===== src/sv/blend_state_decoder_macros.svh =====
// assertion macros for the blend state decoder
`ifndef BLEND_STATE_DECODER_MACROS_SVH
`define BLEND_STATE_DECODER_MACROS_SVH

// clocked assertion, quiet while reset is held
`define BSD_ASSERT(label, prop, msg) \
  label: assert property (@(posedge clk) disable iff (!rst_n) (prop)) else $error(msg);

// clocked implication into the next cycle
`define BSD_ASSERT_NEXT(label, cond, prop, msg) \
  label: assert property (@(posedge clk) disable iff (!rst_n) (cond) |=> (prop)) \
    else $error(msg);

`endif


===== src/sv/bsd_pkg.sv =====
// types, codes and decode functions of the blend state decoder
package bsd_pkg;

  localparam int unsigned FactorW = 5;
  localparam int unsigned OpW     = 3;
  localparam int unsigned RgbSelW = 3;
  localparam int unsigned ASelW   = 2;
  localparam int unsigned ConstW  = 32;

  // api factor codes
  localparam logic [FactorW-1:0] F_ZERO            = 5'd1;
  localparam logic [FactorW-1:0] F_ONE             = 5'd2;
  localparam logic [FactorW-1:0] F_SRCCOLOR        = 5'd3;
  localparam logic [FactorW-1:0] F_INVSRCCOLOR     = 5'd4;
  localparam logic [FactorW-1:0] F_SRCALPHA        = 5'd5;
  localparam logic [FactorW-1:0] F_INVSRCALPHA     = 5'd6;
  localparam logic [FactorW-1:0] F_DESTALPHA       = 5'd7;
  localparam logic [FactorW-1:0] F_INVDESTALPHA    = 5'd8;
  localparam logic [FactorW-1:0] F_DESTCOLOR       = 5'd9;
  localparam logic [FactorW-1:0] F_INVDESTCOLOR    = 5'd10;
  localparam logic [FactorW-1:0] F_SRCALPHASAT     = 5'd11;
  localparam logic [FactorW-1:0] F_BOTHSRCALPHA    = 5'd12;
  localparam logic [FactorW-1:0] F_BOTHINVSRCALPHA = 5'd13;
  localparam logic [FactorW-1:0] F_BLENDFACTOR     = 5'd14;
  localparam logic [FactorW-1:0] F_INVBLENDFACTOR  = 5'd15;

  // api operation codes
  localparam logic [OpW-1:0] API_ADD    = 3'd1;
  localparam logic [OpW-1:0] API_SUB    = 3'd2;
  localparam logic [OpW-1:0] API_REVSUB = 3'd3;
  localparam logic [OpW-1:0] API_MIN    = 3'd4;
  localparam logic [OpW-1:0] API_MAX    = 3'd5;

  // raster operation codes
  localparam logic [OpW-1:0] OP_ADD    = 3'd0;
  localparam logic [OpW-1:0] OP_SUB    = 3'd1;
  localparam logic [OpW-1:0] OP_REVSUB = 3'd2;
  localparam logic [OpW-1:0] OP_MIN    = 3'd3;
  localparam logic [OpW-1:0] OP_MAX    = 3'd4;

  // color selectors
  localparam logic [RgbSelW-1:0] RS_ZERO     = 3'd0;
  localparam logic [RgbSelW-1:0] RS_SRCCOLOR = 3'd1;
  localparam logic [RgbSelW-1:0] RS_SRCALPHA = 3'd2;
  localparam logic [RgbSelW-1:0] RS_SRCASAT  = 3'd3;
  localparam logic [RgbSelW-1:0] RS_DSTALPHA = 3'd4;
  localparam logic [RgbSelW-1:0] RS_DSTCOLOR = 3'd5;
  localparam logic [RgbSelW-1:0] RS_CONST    = 3'd6;

  // alpha selectors
  localparam logic [ASelW-1:0] AS_ZERO     = 2'd0;
  localparam logic [ASelW-1:0] AS_SRCALPHA = 2'd1;
  localparam logic [ASelW-1:0] AS_DSTALPHA = 2'd2;
  localparam logic [ASelW-1:0] AS_CONST    = 2'd3;

  typedef struct packed {
    logic                 blend_enable;
    logic [FactorW-1:0]   src_color_factor;
    logic [FactorW-1:0]   dst_color_factor;
    logic [OpW-1:0]       color_op;
    logic [FactorW-1:0]   src_alpha_factor;
    logic [FactorW-1:0]   dst_alpha_factor;
    logic [OpW-1:0]       alpha_op;
    logic [ConstW-1:0]    constant_argb;
  } req_t;

  typedef struct packed {
    logic [RgbSelW-1:0] src_rgb_select;
    logic               src_rgb_invert;
    logic [RgbSelW-1:0] dst_rgb_select;
    logic               dst_rgb_invert;
    logic [OpW-1:0]     rgb_operation;
    logic [ASelW-1:0]   src_a_select;
    logic               src_a_invert;
    logic [ASelW-1:0]   dst_a_select;
    logic               dst_a_invert;
    logic [OpW-1:0]     a_operation;
    logic               load_source;
    logic               load_dest;
  } res_t;

  typedef struct packed {
    logic [RgbSelW-1:0] sel;
    logic               inv;
  } rgb_fac_t;

  typedef struct packed {
    logic [ASelW-1:0] sel;
    logic             inv;
  } a_fac_t;

  function automatic rgb_fac_t map_rgb(input logic [FactorW-1:0] code, input logic is_dest);
    rgb_fac_t f;
    f = '{sel: RS_ZERO, inv: 1'b0};
    case (code)
      F_ONE:             f = '{sel: RS_ZERO,     inv: 1'b1};
      F_SRCCOLOR:        f = '{sel: RS_SRCCOLOR, inv: 1'b0};
      F_INVSRCCOLOR:     f = '{sel: RS_SRCCOLOR, inv: 1'b1};
      F_SRCALPHA:        f = '{sel: RS_SRCALPHA, inv: 1'b0};
      F_INVSRCALPHA:     f = '{sel: RS_SRCALPHA, inv: 1'b1};
      F_DESTALPHA:       f = '{sel: RS_DSTALPHA, inv: 1'b0};
      F_INVDESTALPHA:    f = '{sel: RS_DSTALPHA, inv: 1'b1};
      F_DESTCOLOR:       f = '{sel: RS_DSTCOLOR, inv: 1'b0};
      F_INVDESTCOLOR:    f = '{sel: RS_DSTCOLOR, inv: 1'b1};
      F_SRCALPHASAT:     f = '{sel: RS_SRCASAT,  inv: 1'b0};
      F_BOTHSRCALPHA:    f = '{sel: RS_SRCALPHA, inv: is_dest};
      F_BOTHINVSRCALPHA: f = '{sel: RS_SRCALPHA, inv: ~is_dest};
      F_BLENDFACTOR:     f = '{sel: RS_CONST,    inv: 1'b0};
      F_INVBLENDFACTOR:  f = '{sel: RS_CONST,    inv: 1'b1};
      default:           f = '{sel: RS_ZERO,     inv: 1'b0};
    endcase
    return f;
  endfunction

  // color sources fold onto alpha sources, srcalphasat acts as one
  function automatic a_fac_t map_a(input logic [FactorW-1:0] code, input logic is_dest);
    a_fac_t f;
    f = '{sel: AS_ZERO, inv: 1'b0};
    case (code)
      F_ONE:             f = '{sel: AS_ZERO,     inv: 1'b1};
      F_SRCCOLOR:        f = '{sel: AS_SRCALPHA, inv: 1'b0};
      F_INVSRCCOLOR:     f = '{sel: AS_SRCALPHA, inv: 1'b1};
      F_SRCALPHA:        f = '{sel: AS_SRCALPHA, inv: 1'b0};
      F_INVSRCALPHA:     f = '{sel: AS_SRCALPHA, inv: 1'b1};
      F_DESTALPHA:       f = '{sel: AS_DSTALPHA, inv: 1'b0};
      F_INVDESTALPHA:    f = '{sel: AS_DSTALPHA, inv: 1'b1};
      F_DESTCOLOR:       f = '{sel: AS_DSTALPHA, inv: 1'b0};
      F_INVDESTCOLOR:    f = '{sel: AS_DSTALPHA, inv: 1'b1};
      F_SRCALPHASAT:     f = '{sel: AS_ZERO,     inv: 1'b1};
      F_BOTHSRCALPHA:    f = '{sel: AS_SRCALPHA, inv: is_dest};
      F_BOTHINVSRCALPHA: f = '{sel: AS_SRCALPHA, inv: ~is_dest};
      F_BLENDFACTOR:     f = '{sel: AS_CONST,    inv: 1'b0};
      F_INVBLENDFACTOR:  f = '{sel: AS_CONST,    inv: 1'b1};
      default:           f = '{sel: AS_ZERO,     inv: 1'b0};
    endcase
    return f;
  endfunction

  function automatic logic [OpW-1:0] map_op(input logic [OpW-1:0] code);
    logic [OpW-1:0] op;
    case (code)
      API_ADD:    op = OP_ADD;
      API_SUB:    op = OP_SUB;
      API_REVSUB: op = OP_REVSUB;
      API_MIN:    op = OP_MIN;
      API_MAX:    op = OP_MAX;
      default:    op = OP_ADD;
    endcase
    return op;
  endfunction

  function automatic res_t decode(input req_t q);
    res_t     r;
    rgb_fac_t sr;
    rgb_fac_t dr;
    a_fac_t   sa;
    a_fac_t   da;
    logic     color_zero;
    logic     alpha_zero;
    logic     ls;
    logic     ld;
    sr = map_rgb(q.src_color_factor, 1'b0);
    dr = map_rgb(q.dst_color_factor, 1'b1);
    sa = map_a(q.src_alpha_factor, 1'b0);
    da = map_a(q.dst_alpha_factor, 1'b1);
    color_zero = (q.constant_argb[23:0] == 24'd0);
    alpha_zero = (q.constant_argb[31:24] == 8'd0);
    ls = 1'b0;
    ld = 1'b0;
    r.rgb_operation = map_op(q.color_op);
    r.a_operation   = map_op(q.alpha_op);

    case (sr.sel)
      RS_ZERO:                              ls = sr.inv;
      RS_SRCCOLOR, RS_SRCALPHA:             ls = 1'b1;
      RS_SRCASAT, RS_DSTALPHA, RS_DSTCOLOR: begin
        ls = 1'b1;
        ld = 1'b1;
      end
      default:                              ls = ~color_zero;
    endcase
    case (dr.sel)
      RS_ZERO:                              ld = ld | dr.inv;
      RS_SRCCOLOR, RS_SRCALPHA, RS_SRCASAT: begin
        ls = 1'b1;
        ld = 1'b1;
      end
      RS_DSTALPHA, RS_DSTCOLOR:             ld = 1'b1;
      default:                              ld = ld | ~color_zero;
    endcase
    case (sa.sel)
      AS_ZERO:     ls = ls | sa.inv;
      AS_SRCALPHA: ls = 1'b1;
      AS_DSTALPHA: begin
        ls = 1'b1;
        ld = 1'b1;
      end
      default:     ls = ls | ~alpha_zero;
    endcase
    case (da.sel)
      AS_ZERO:     ld = ld | da.inv;
      AS_SRCALPHA: begin
        ls = 1'b1;
        ld = 1'b1;
      end
      AS_DSTALPHA: ld = 1'b1;
      default:     ld = ld | ~alpha_zero;
    endcase

    // min and max read both sides whatever the factors
    if (r.rgb_operation == OP_MIN || r.rgb_operation == OP_MAX ||
        r.a_operation == OP_MIN || r.a_operation == OP_MAX) begin
      ls = 1'b1;
      ld = 1'b1;
    end

    r.src_rgb_select = sr.sel;
    r.src_rgb_invert = sr.inv;
    r.dst_rgb_select = dr.sel;
    r.dst_rgb_invert = dr.inv;
    r.src_a_select   = sa.sel;
    r.src_a_invert   = sa.inv;
    r.dst_a_select   = da.sel;
    r.dst_a_invert   = da.inv;
    r.load_source    = ls;
    r.load_dest      = ld;

    // blending off: source passes through unchanged
    if (!q.blend_enable) begin
      r = '{src_rgb_select: RS_ZERO, src_rgb_invert: 1'b1,
            dst_rgb_select: RS_ZERO, dst_rgb_invert: 1'b0,
            rgb_operation: OP_ADD,
            src_a_select: AS_ZERO, src_a_invert: 1'b1,
            dst_a_select: AS_ZERO, dst_a_invert: 1'b0,
            a_operation: OP_ADD,
            load_source: 1'b1, load_dest: 1'b0};
    end
    return r;
  endfunction

endpackage


===== src/sv/blend_state_decoder.sv =====
// blend state decoder: api blend state in, raster blend control word out
//
//  channel  | prefix | direction | contents
//  request  | in_    | in        | enable, four factor codes, two op codes, constant
//  result   | out_   | out       | selectors, inverts, operations, load flags
//
// one request per cycle sustained while out_stall is low; path: input register, then result register
// the decode is a single pass of table lookups and small or-terms between the registers
// rst_n is synchronous and clears both valid bits; payload registers are not reset
// a stalled result holds in the result register while one more request waits in the
// input register; in_stall rises only when both are full and out_stall is high
module blend_state_decoder (
  input  logic                          clk,
  input  logic                          rst_n,
  input  logic                          in_valid,
  output logic                          in_stall,
  input  logic                          in_blend_enable,
  input  logic [bsd_pkg::FactorW-1:0]   in_src_color_factor,
  input  logic [bsd_pkg::FactorW-1:0]   in_dst_color_factor,
  input  logic [bsd_pkg::OpW-1:0]       in_color_op,
  input  logic [bsd_pkg::FactorW-1:0]   in_src_alpha_factor,
  input  logic [bsd_pkg::FactorW-1:0]   in_dst_alpha_factor,
  input  logic [bsd_pkg::OpW-1:0]       in_alpha_op,
  input  logic [bsd_pkg::ConstW-1:0]    in_constant_argb,
  output logic                          out_valid,
  input  logic                          out_stall,
  output logic [bsd_pkg::RgbSelW-1:0]   out_src_rgb_select,
  output logic                          out_src_rgb_invert,
  output logic [bsd_pkg::RgbSelW-1:0]   out_dst_rgb_select,
  output logic                          out_dst_rgb_invert,
  output logic [bsd_pkg::OpW-1:0]       out_rgb_operation,
  output logic [bsd_pkg::ASelW-1:0]     out_src_a_select,
  output logic                          out_src_a_invert,
  output logic [bsd_pkg::ASelW-1:0]     out_dst_a_select,
  output logic                          out_dst_a_invert,
  output logic [bsd_pkg::OpW-1:0]       out_a_operation,
  output logic                          out_load_source,
  output logic                          out_load_dest
);
  import bsd_pkg::*;

  `include "blend_state_decoder_macros.svh"

  logic in_valid_r;
  logic in_valid_nxt;
  req_t req_r;
  logic out_valid_r;
  logic out_valid_nxt;
  res_t res_r;
  res_t res_nxt;
  logic out_free;
  logic in_take;
  logic res_load;
  logic minmax_ok;
  logic pair_stalled;

  assign out_free = !out_valid_r || !out_stall;
  assign res_load = in_valid_r && out_free;
  assign in_stall = in_valid_r && !out_free;
  assign in_take  = in_valid && !in_stall;

  assign res_nxt = decode(req_r);

  always_comb begin
    in_valid_nxt  = in_take || (in_valid_r && !out_free);
    out_valid_nxt = res_load || (out_valid_r && out_stall);
  end

  always_ff @(posedge clk) begin
    if (!rst_n) begin
      in_valid_r  <= 1'b0;
      out_valid_r <= 1'b0;
    end else begin
      in_valid_r  <= in_valid_nxt;
      out_valid_r <= out_valid_nxt;
    end
  end

  always_ff @(posedge clk) begin
    if (in_take) begin
      req_r <= '{blend_enable: in_blend_enable,
                 src_color_factor: in_src_color_factor,
                 dst_color_factor: in_dst_color_factor,
                 color_op: in_color_op,
                 src_alpha_factor: in_src_alpha_factor,
                 dst_alpha_factor: in_dst_alpha_factor,
                 alpha_op: in_alpha_op,
                 constant_argb: in_constant_argb};
    end
    if (res_load) begin
      res_r <= res_nxt;
    end
  end

  assign out_valid          = out_valid_r;
  assign out_src_rgb_select = res_r.src_rgb_select;
  assign out_src_rgb_invert = res_r.src_rgb_invert;
  assign out_dst_rgb_select = res_r.dst_rgb_select;
  assign out_dst_rgb_invert = res_r.dst_rgb_invert;
  assign out_rgb_operation  = res_r.rgb_operation;
  assign out_src_a_select   = res_r.src_a_select;
  assign out_src_a_invert   = res_r.src_a_invert;
  assign out_dst_a_select   = res_r.dst_a_select;
  assign out_dst_a_invert   = res_r.dst_a_invert;
  assign out_a_operation    = res_r.a_operation;
  assign out_load_source    = res_r.load_source;
  assign out_load_dest      = res_r.load_dest;

  assign minmax_ok = !(res_r.rgb_operation == OP_MIN || res_r.rgb_operation == OP_MAX ||
                       res_r.a_operation == OP_MIN || res_r.a_operation == OP_MAX) ||
                     (res_r.load_source && res_r.load_dest);
  assign pair_stalled = in_valid_r && out_valid_r && out_stall;

  // min or max on either channel must read both sides
  `BSD_ASSERT(a_minmax_loads, !out_valid_r || minmax_ok, "min/max result without both load flags")
  // an accepted request lands in the input register
  `BSD_ASSERT_NEXT(a_take_lands, in_take, in_valid_r, "accepted request lost")
  // a waiting request survives a stalled result
  `BSD_ASSERT_NEXT(a_hold_req, pair_stalled, in_valid_r && out_valid_r, "request dropped under stall")

endmodule

===== config.mk =====
export PLATFORM = sky130hd
export DESIGN_NAME = blend_state_decoder
export DESIGN_NICKNAME = d
export VERILOG_FILES = /design/src/sv/bsd_pkg.sv /design/src/sv/blend_state_decoder.sv
export VERILOG_INCLUDE_DIRS = /design/src /design/src/sv
export SDC_FILE = /design/constraint.sdc
export NUM_CORES = 1
export LEC_CHECK = 0
export ABC_AREA = 0
export BUFFER_PORTS_ARGS = -buffer_cell sky130_fd_sc_hd__buf_2
export CORE_ASPECT_RATIO = 1.25
export CORE_MARGIN = 10
export CORE_UTILIZATION = 40
export DETAILED_ROUTE_END_ITERATION = 7
export GPL_TIMING_DRIVEN = 0
export PLACE_DENSITY_LB_ADDON = 0.05
export RECOVER_POWER = 50
export SLEW_MARGIN = 15
export SYNTH_ARGS = -nofsm -noshare
export SYNTH_HDL_FRONTEND = slang
export SYNTH_SLANG_ARGS = --single-unit

===== constraint.sdc =====
create_clock -name clk -period 3.7 [get_ports clk]
set_input_delay 0.74 -clock clk [delete_from_list [all_inputs] [get_ports clk]]
set_output_delay 0.74 -clock clk [all_outputs]
set_load 0.02 [all_outputs]

==> results.md, run 1 <==
STA:
- Setup violations remaining at the end of the flow were counted as 0.
- Subtracting the final worst setup slack from the clock period gives 2.97 ns.
- Setup repair after global routing left no endpoint under its margin.
- The hold violation total from the final report is 0.
- The worst setup skew after layout is 0.00639 ns.
- The transition time at the pin with the least slew margin is 1.27 ns.
- The highest clock rate is between 300 and 400 MHz.
- Across all hold checks on the routed design, the worst slack comes to 0.511 ns.
- Summed over all failing endpoints, the final setup total negative slack is 0 ns.
- The post-route clock period utilization is 80.2%.
- The worst relative slew slack is 14.8%.
- The max-slew violation total from the final report is 0.

Clock tree:
- After clock tree synthesis, the flow added hold-fix buffers numbering 0.
- The clock slew seen by the registers of the worst setup and hold paths is 0.06 ns.
- The number of buffers created by CTS is 9.
- The count of instances resized after the clock tree is built is 0.
- After clock tree synthesis, the setup repair step added 0 buffers.
- The total number of clock tree sinks is 97.
- The count of H-tree levels built during CTS is 3.
- The clock passes through at most 2 buffers.
- The insertion delay of the later-clocked pin in the worst-skew pair is 0.33 ns.
- The buffer type at the clock tree root is sky130_fd_sc_hd__clkbuf_16.
- TritonCTS built the clock tree.

Layout:
- The share of final-layout standard cells stronger than drive strength 1 is 22.5%.
- The count of antenna diodes in the layout is 0.
- After the last flow step, the layout net total stands at 488.
- From synthesis to final layout, the design area changed by 21.6%.
- Summing all flip-flop and latch instances after layout gives ~0.0028 mm^2.
- Counting the fill cells in the layout gives ~930.
- In the final layout, the multi-input gates occupy 0.00127 mm^2.
- Cells fill about half of the core in the end.

Floorplan:
- The core region area is 0.0101 mm^2.
- For this configuration, the core starts out at a cell density of 40.9%.
- The floorplan step set the die height to 134 um.
- In this run the horizontal extent of the chip is 111 um.
- The full die area is 0.0148 mm^2.
- The site row count is 41.
- Pin placement for this block handled 87 I/O pins.

Synth:
- The share of the synthesized area in the top cell type is around three fifths.
- In this run, synthesis produced a sequential element count of 97.
- The proportion of synthesized flip-flops having asynchronous set or reset is 0%.
- The synthesized design contains 81 enable-type register cells.
- The most used flip-flop cell after synthesis is sky130_fd_sc_hd__edfxtp_1.
- The most frequent cell after synthesis is sky130_fd_sc_hd__edfxtp_1.
- Counting instances in the post-synthesis netlist gives the leading cell types as sky130_fd_sc_hd__edfxtp_1, sky130_fd_sc_hd__nor2_1, sky130_fd_sc_hd__nand2_1, sky130_fd_sc_hd__inv_1.
- The total of warnings raised by yosys is 0.
- The number of distinct standard cells referenced by the synthesized netlist is 48.
- The largest area contributor in the netlist is sky130_fd_sc_hd__edfxtp_1.
- The synthesized area is 0.00414 mm^2.
- The cell count after synthesis is 310.
- In this run the mean area of a mapped cell was around 13 um^2.
- By area the synthesized netlist is led by sky130_fd_sc_hd__edfxtp_1, sky130_fd_sc_hd__dfxtp_1, sky130_fd_sc_hd__ha_1.
- The number of nets produced by synthesis is 389.
- Of the synthesized area, sequential elements account for 66.6%.

Worst setup path:
- The cell occurring most often along the worst timing path is sky130_fd_sc_hd__mux2i_1.
- In this run the critical register-to-register path is launched from out_valid$_SDFF_PN0_.
- The maximum single-stage delay on the critical path is 0.36 ns.
- The nature of the critical path endpoint is a flip-flop.
- The signal on the critical path passes through clkbuf_1 -> nand3_1 -> nand2_1 -> inv_2 -> buf_6 -> buf_4 -> buf_12 -> mux2i_1 -> inv_1 -> ha_1 -> nand2b_1 -> mux2i_1 -> a211oi_1.
- The family with the most delay on the worst path is buffers and inverters.
- For the worst setup path, the data arrival time is between 3 and 4 ns.
- The standard cell with the maximum stage delay on the critical path is sky130_fd_sc_hd__buf_4.
- The highest net fanout along the worst path is 44.
- The critical path class is input port to flip-flop.
- At the worst endpoint, the required time is between 3 and 4 ns.
- STA classifies the critical path startpoint as an input port.
- The worst register-to-register path has a depth of 12.
- Together, buffers and inverters on the worst path number 6.
- The depth of the critical timing path with buffers and inverters included is 13.
- Tracing the worst setup path back leads to its startpoint at out_stall.
- The worst register-to-register path has a setup slack of 0.93 ns.

Global route:
- Entering global routing, the biggest net connects 45 pins.
- The overflow left after global routing is 0.
- The wire length of the first global-routing pass is 13400 um.
- The initial antenna violation count is 0.
- The total routing usage reported by global routing is between 10% and 20%.
- The via count of the first global-routing pass is between 2000 and 3000.

Routing:
- For this run, design rule violations remaining after detail routing come to 0.
- The total routed wire length on the met1 layer is 3880 um.
- The number of nets with antenna violations after detailed routing is 0.
- The highest signal layer in the routed design is met4.
- The met2 routed wirelength is 4050 um.
- After detailed routing, the average wire length per cell comes to approximately 15 um.
- The routed design has 8280 um of wire.
- The first detailed-routing pass took 4 iterations.
- The total met3 wirelength after detailed routing is 271 um.
- After detailed routing, the number of vias per cell comes to approximately 4.8.
- The number of vias after detailed routing is 2627.
- The DRC violation total after the first TritonRoute iteration is 58.

Placement:
- The congestion estimate from routability-driven global placement came to 0.762.
- The number of port buffers is 86.
- The HPWL after detailed placement is 6260 um.

Pwr:
- The power density over the cells is a little under 500 mW/mm^2.
- The largest voltage drop on the vdd net is approximately 240 uV.
- The static power due to leakage is 1.99 nW.

Flow run:
- Max-cap violations in this run came to 0.

Hold path:
- The path class of the tightest hold or removal check is flip-flop to flip-flop.

Status:
- The run finished with clean final reports.
==> tightest hold or removal path, stage by stage (launching register included) <==
cell and delay, ns:
sky130_fd_sc_hd__dfxtp_1 0.34, sky130_fd_sc_hd__a21oi_1 0.05, sky130_fd_sc_hd__nor2b_1 0.09
==> metal layers <==
metal | vias up | track usage, %
li1 | 1346 | -
met1 | 1218 | 13.2
met2 | 57 | 19.0
met3 | 6 | 2.70
met4 | 0 | 3.70
met5 | - | 0
==> power by group <==
group          internal [mW]  switching (mW)
sequential              1.27          0.0347
clock                  0.584           0.366
combinational          0.104           0.142
total                   1.95           0.543
==> metrics by stage <==
step           instances  total power, mW  area [um^2]  setup slack [ns]
2_1_floorplan        310             1.48         4140             0.600
3_3_place_gp         525             1.57         4730            -0.100
3_5_place_dp         527             1.58         4760             0.513
4_1_cts              542             2.53         5070             0.862
5_1_grt              542             2.62         5030             0.489
6_report             542             2.50         5030             0.734
==> cells by family (layout without fill, tap and decap cells) <==
kind of cell / after synthesis / count (layout) / synth area share (%)
mux: 14 / 14 / 4.05
compound gates: 55 / 55 / 8.56
xor+xnor: 8 / 8 / 1.69
flops: 97 / 97 / 66.6
buf+inv: 23 / 126 / 2.30
fa+ha+maj: 16 / 16 / 4.84
simple gates: 97 / 97 / 12.0
==> cell usage in the layout, fill, tap and decap left out, types with 3 or more instances in the layout <==
cell type / synthesis / routed
sky130_fd_sc_hd__o21ai_0: 16 / 16
sky130_fd_sc_hd__edfxtp_1: 81 / 81
sky130_fd_sc_hd__ha_1: 16 / 16
sky130_fd_sc_hd__a211oi_1: 3 / 3
sky130_fd_sc_hd__nand2_1: 19 / 20
sky130_fd_sc_hd__xnor2_1: 6 / 6
sky130_fd_sc_hd__dfxtp_1: 16 / 16
sky130_fd_sc_hd__a21oi_1: 13 / 13
sky130_fd_sc_hd__nand3_1: 2 / 3
sky130_fd_sc_hd__o211ai_1: 4 / 4
sky130_fd_sc_hd__and2_1: 8 / 5
sky130_fd_sc_hd__clkbuf_1: 2 / 21
sky130_fd_sc_hd__nand2b_1: 10 / 10
sky130_fd_sc_hd__mux2i_1: 9 / 9
sky130_fd_sc_hd__nor3_1: 7 / 7
sky130_fd_sc_hd__buf_2: 1 / 68
sky130_fd_sc_hd__nor2b_1: 5 / 5
sky130_fd_sc_hd__and2_0: 0 / 3
sky130_fd_sc_hd__nor4_1: 12 / 12
sky130_fd_sc_hd__clkbuf_16: 0 / 9
sky130_fd_sc_hd__inv_1: 18 / 18
sky130_fd_sc_hd__o22ai_1: 3 / 3
sky130_fd_sc_hd__nor2_1: 25 / 25
sky130_fd_sc_hd__and3_1: 4 / 4
==> worst min-delay path by stage <==
stage	from	endpoint	slack, ns	cells past startpoint
6_report	in_valid_r$_SDFF_PN0_	out_valid$_SDFF_PN0_	0.51	2
5_1_grt	in_valid_r$_SDFF_PN0_	out_valid$_SDFF_PN0_	0.55	2
4_1_cts	in_valid_r$_SDFF_PN0_	out_valid$_SDFF_PN0_	0.52	2
3_5_place_dp	in_valid_r$_SDFF_PN0_	out_valid$_SDFF_PN0_	0.52	2
3_3_place_gp	in_valid_r$_SDFF_PN0_	out_valid$_SDFF_PN0_	0.52	2
2_1_floorplan	in_valid_r$_SDFF_PN0_	out_valid$_SDFF_PN0_	0.50	2
==> area by class of cell <==
class                           instances  area share (%)
Buffer                                  4           0.523
Timing Repair Buffer                   88            8.59
Tap cell                              129            3.21
Multi-Input combinational cell        190            25.4
Clock buffer                            9            4.48
Clock inverter                          6            1.67
Inverter                               19            1.42
Sequential cell                        97            54.8
Note: power is estimated with default switching activity, not from simulation.
==> run 2, diff against run 1 <==
==> constraint.sdc (replaced) <==
create_clock -name clk -period 2.4 [get_ports clk]
set_input_delay 0.48 -clock clk [delete_from_list [all_inputs] [get_ports clk]]
set_output_delay 0.48 -clock clk [all_outputs]
set_load 0.02 [all_outputs]
==> results.md, run 2 (synthesis results as in run 1) <==
Layout:
- The number of standard cells in the final layout excluding fillers is 542 (unchanged).
- The sequential cell area is 0.00275 mm^2 (about the same).
- The share of final-layout standard cells stronger than drive strength 1 is 18.9% (-3.6 points).
- The final standard cell area without fillers is 0.00503 mm^2 (about the same).
- The area growth from synthesis to final layout is 21.5% (about the same).
- The count of fill cells added during filler insertion was 936 (+0.21%).
- Leaving out fill and tap cells, the most frequent cells in the layout are sky130_fd_sc_hd__edfxtp_1, sky130_fd_sc_hd__buf_2, sky130_fd_sc_hd__clkbuf_1.
- Leaving out fill and tap cells, the most frequent cell in the layout is sky130_fd_sc_hd__edfxtp_1.
- The count of antenna diodes in the layout is 0 (unchanged).
- The area occupied by multi-input gates came to 0.00130 mm^2 (+1.9%).
- The total number of nets in the final design is 487 (-0.20%).

Global route:
- The overflow left after global routing came to 0 (unchanged).
- The wire length of the first global-routing pass is 13100 um (-2.7%).
- The pin count of the biggest net entering global routing was 69 (+53%).
- The via count of the first global-routing pass is 2719 (-2.9%).
- The initial antenna violation count is 0 (unchanged).
- The total routing usage reported by global routing was 11.0% (-0.039 points).

Placement:
- The post-place instance area is 0.00474 mm^2 (-0.42%).
- The count of placed standard cells including taps came to 525 (-0.38%).
- The number of port buffers is 86 (unchanged).
- The total half-perimeter wirelength after legalization and detailed placement is 6090 um (-2.7%).
- The global placer's final weighted congestion is 0.786 (+3.1%).

Clock tree:
- The root buffer cell chosen for the clock tree is sky130_fd_sc_hd__clkbuf_16.
- The post-cts hold buffer count came to 0 (unchanged).
- TritonCTS built the clock tree.
- The post-CTS setup-driven buffer insertion count came to 0 (unchanged).
- The maximum number of buffers from clock root to sink is 2 (unchanged).
- The count of H-tree levels built during CTS was 3 (unchanged).
- The number of buffers created by CTS is 9 (unchanged).
- The insertion delay of the later-clocked pin in the worst-skew pair is 0.33 ns (about the same).
- The total number of clock tree sinks is 97 (unchanged).
- The clock slew seen by the registers of the worst setup and hold paths is 0.06 ns (about the same).

Routing:
- The DRC violation total after the first TritonRoute iteration is 100 (+72%).
- The met2 routed wirelength is 3980 um (-1.6%).
- The total met3 wirelength after detailed routing came to 340 um (+25%).
- The number of vias after detailed routing is 2684 (+2.2%).
- The total routed wire length on the met1 layer came to 3890 um (+0.10%).
- The iteration count of the initial detailed-routing pass is 4 (unchanged).
- The count of unresolved DRC violations after routing was 0 (unchanged).
- The number of vias per cell after detailed routing is 4.95 (+2.2%).
- The highest signal layer in the routed design is met4.
- The number of nets with antenna violations after detailed routing is 0 (unchanged).
- The average detailed-routed wire length per instance came to 15.4 um (+0.80%).
- The wire length after detailed routing is 8340 um (+0.80%).

Pwr:
- The total power of the final layout is 3.75 mW (+50%).
- The power density over the cells is 747 mW/mm^2 (+50%).
- The largest voltage drop on the vdd net was 327 uV (+37%).
- The static power due to leakage was 1.95 nW (-1.9%).

Floorplan:
- The core region area was 0.0101 mm^2 (unchanged).
- The site row count is 41 (unchanged).
- The full die area was 0.0148 mm^2 (unchanged).
- The initial cell density of the core was 40.9% (unchanged).
- The count of boundary I/O pins was 87 (unchanged).
- The height of the die is 134 um (unchanged).
- The width of the die was 111 um (unchanged).

Worst setup path:
- The maximum single-stage delay on the critical path came to 0.35 ns (about the same).
- The nature of the critical path endpoint is a flip-flop.
- The required time at the endpoint of the critical path was 2.61 ns (-1.30 ns).
- Traced cell by cell, the critical path runs through nand3_2 -> nand2_4 -> inv_2 -> buf_6 -> buf_16 -> mux2i_1 -> inv_1 -> ha_1 -> a221oi_1 -> o22ai_1.
- The highest net fanout along the worst path is 34 (-23%).
- The depth of the worst register-to-register path is 10 (-2).
- The startpoint type of the worst setup path is a flip-flop.
- The standard cell with the maximum stage delay on the critical path is sky130_fd_sc_hd__dfxtp_2.
- The endpoint arrival time on the critical path is 2.40 ns (-0.78 ns).
- The critical path class is flip-flop to flip-flop.

STA:
- Static timing analysis puts the maximum clock frequency at 456 MHz.
- The transition time at the pin with the least slew margin is 0.752 ns (-0.514 ns).
- The worst path in the final design needs a cycle of 2.19 ns, including I/O delays and setup.
- The hold violation total from the final report is 0 (unchanged).
- The worst path uses 91.3% of the clock period.
- The worst setup skew after layout was 0.00643 ns (+0.0000380 ns).
- The worst relative slew slack is 49.8% (+35 points).
- The accumulated negative setup slack was 0 ns (unchanged).
- The setup-violating endpoint count in the final report came to 0 (unchanged).
- The max-slew violation total from the final report is 0 (unchanged).
- Setup repair after global routing left no endpoint under its margin.

Hold path:
- The path type of the worst min-delay path is input port to flip-flop.
- The number of cells traversed by the worst hold path is 1 (-1).

Status:
- The flow ran to the end, and the final reports show no timing, DRC or antenna violations.

Flow run:
- The max-capacitance violation count came to 0 (unchanged).
[run 2: area by class of cell]
class                   instances  area share, %
inverters                      19           1.42
plain buffers                   4          0.921
clock buffers                   9           4.48
flip-flops and latches         97           54.8
repair buffers                 87           8.12
well taps                     129           3.21
clock inverters                 7           1.22
multi-input cells             190           25.8
[run 2: where the power goes]
part	switching (mW)	total (mW)	internal, mW
clock network	0.567	1.36	0.796
registers	0.0555	2.01	1.95
logic	0.222	0.384	0.162
total	0.845	3.75	2.91
[run 2: metal layers]
metal  GRT usage, %  up-vias
li1               -     1345
met1           13.2     1268
met2           18.1       63
met3           2.96        8
met4           5.00        0
met5              0        -
[run 2: worst paths after layout]
path | start | to | slack [ns]
max | out_valid$_SDFF_PN0_ | flip-flop | 0.21
min reg2reg | in_valid_r$_SDFF_PN0_ | out_valid$_SDFF_PN0_ | 0.53
max reg2reg | out_valid$_SDFF_PN0_ | flip-flop | 0.21
min | in_alpha_op[1] | req_r[33]$_DFFE_PP_ | 0.32
[run 2: what timing repair did]
| action | 4_1_cts | 5_1_grt |
|---|---|---|
| gates resized for setup | 2 | 2 |
| cloned | 0 | 1 |
| endpoints found under the setup margin | 7 | 5 |
[run 2: through the flow]
stage / hold WS (ns) / setup slack [ns] / utilization (%)
finish: 0.318 / 0.208 / 49.7
global route: 0.301 / 0.00161 / 49.7
CTS: 0.306 / 0.000995 / 49.9
detailed placement: 0.525 / -0.450 / 46.9
global placement: 0.507 / -0.414 / 46.8
floorplan: 0.495 / 0.0622 / -
[run 2: worst max-delay path, delay by kind of cell (launching register included)]
kind,cells,cell delay (ns)
compound gates,2,0.40
fa+ha+maj,1,0.23
buf+inv,4,0.61
flops,1,0.35
mux,1,0.26
simple gates,2,0.21
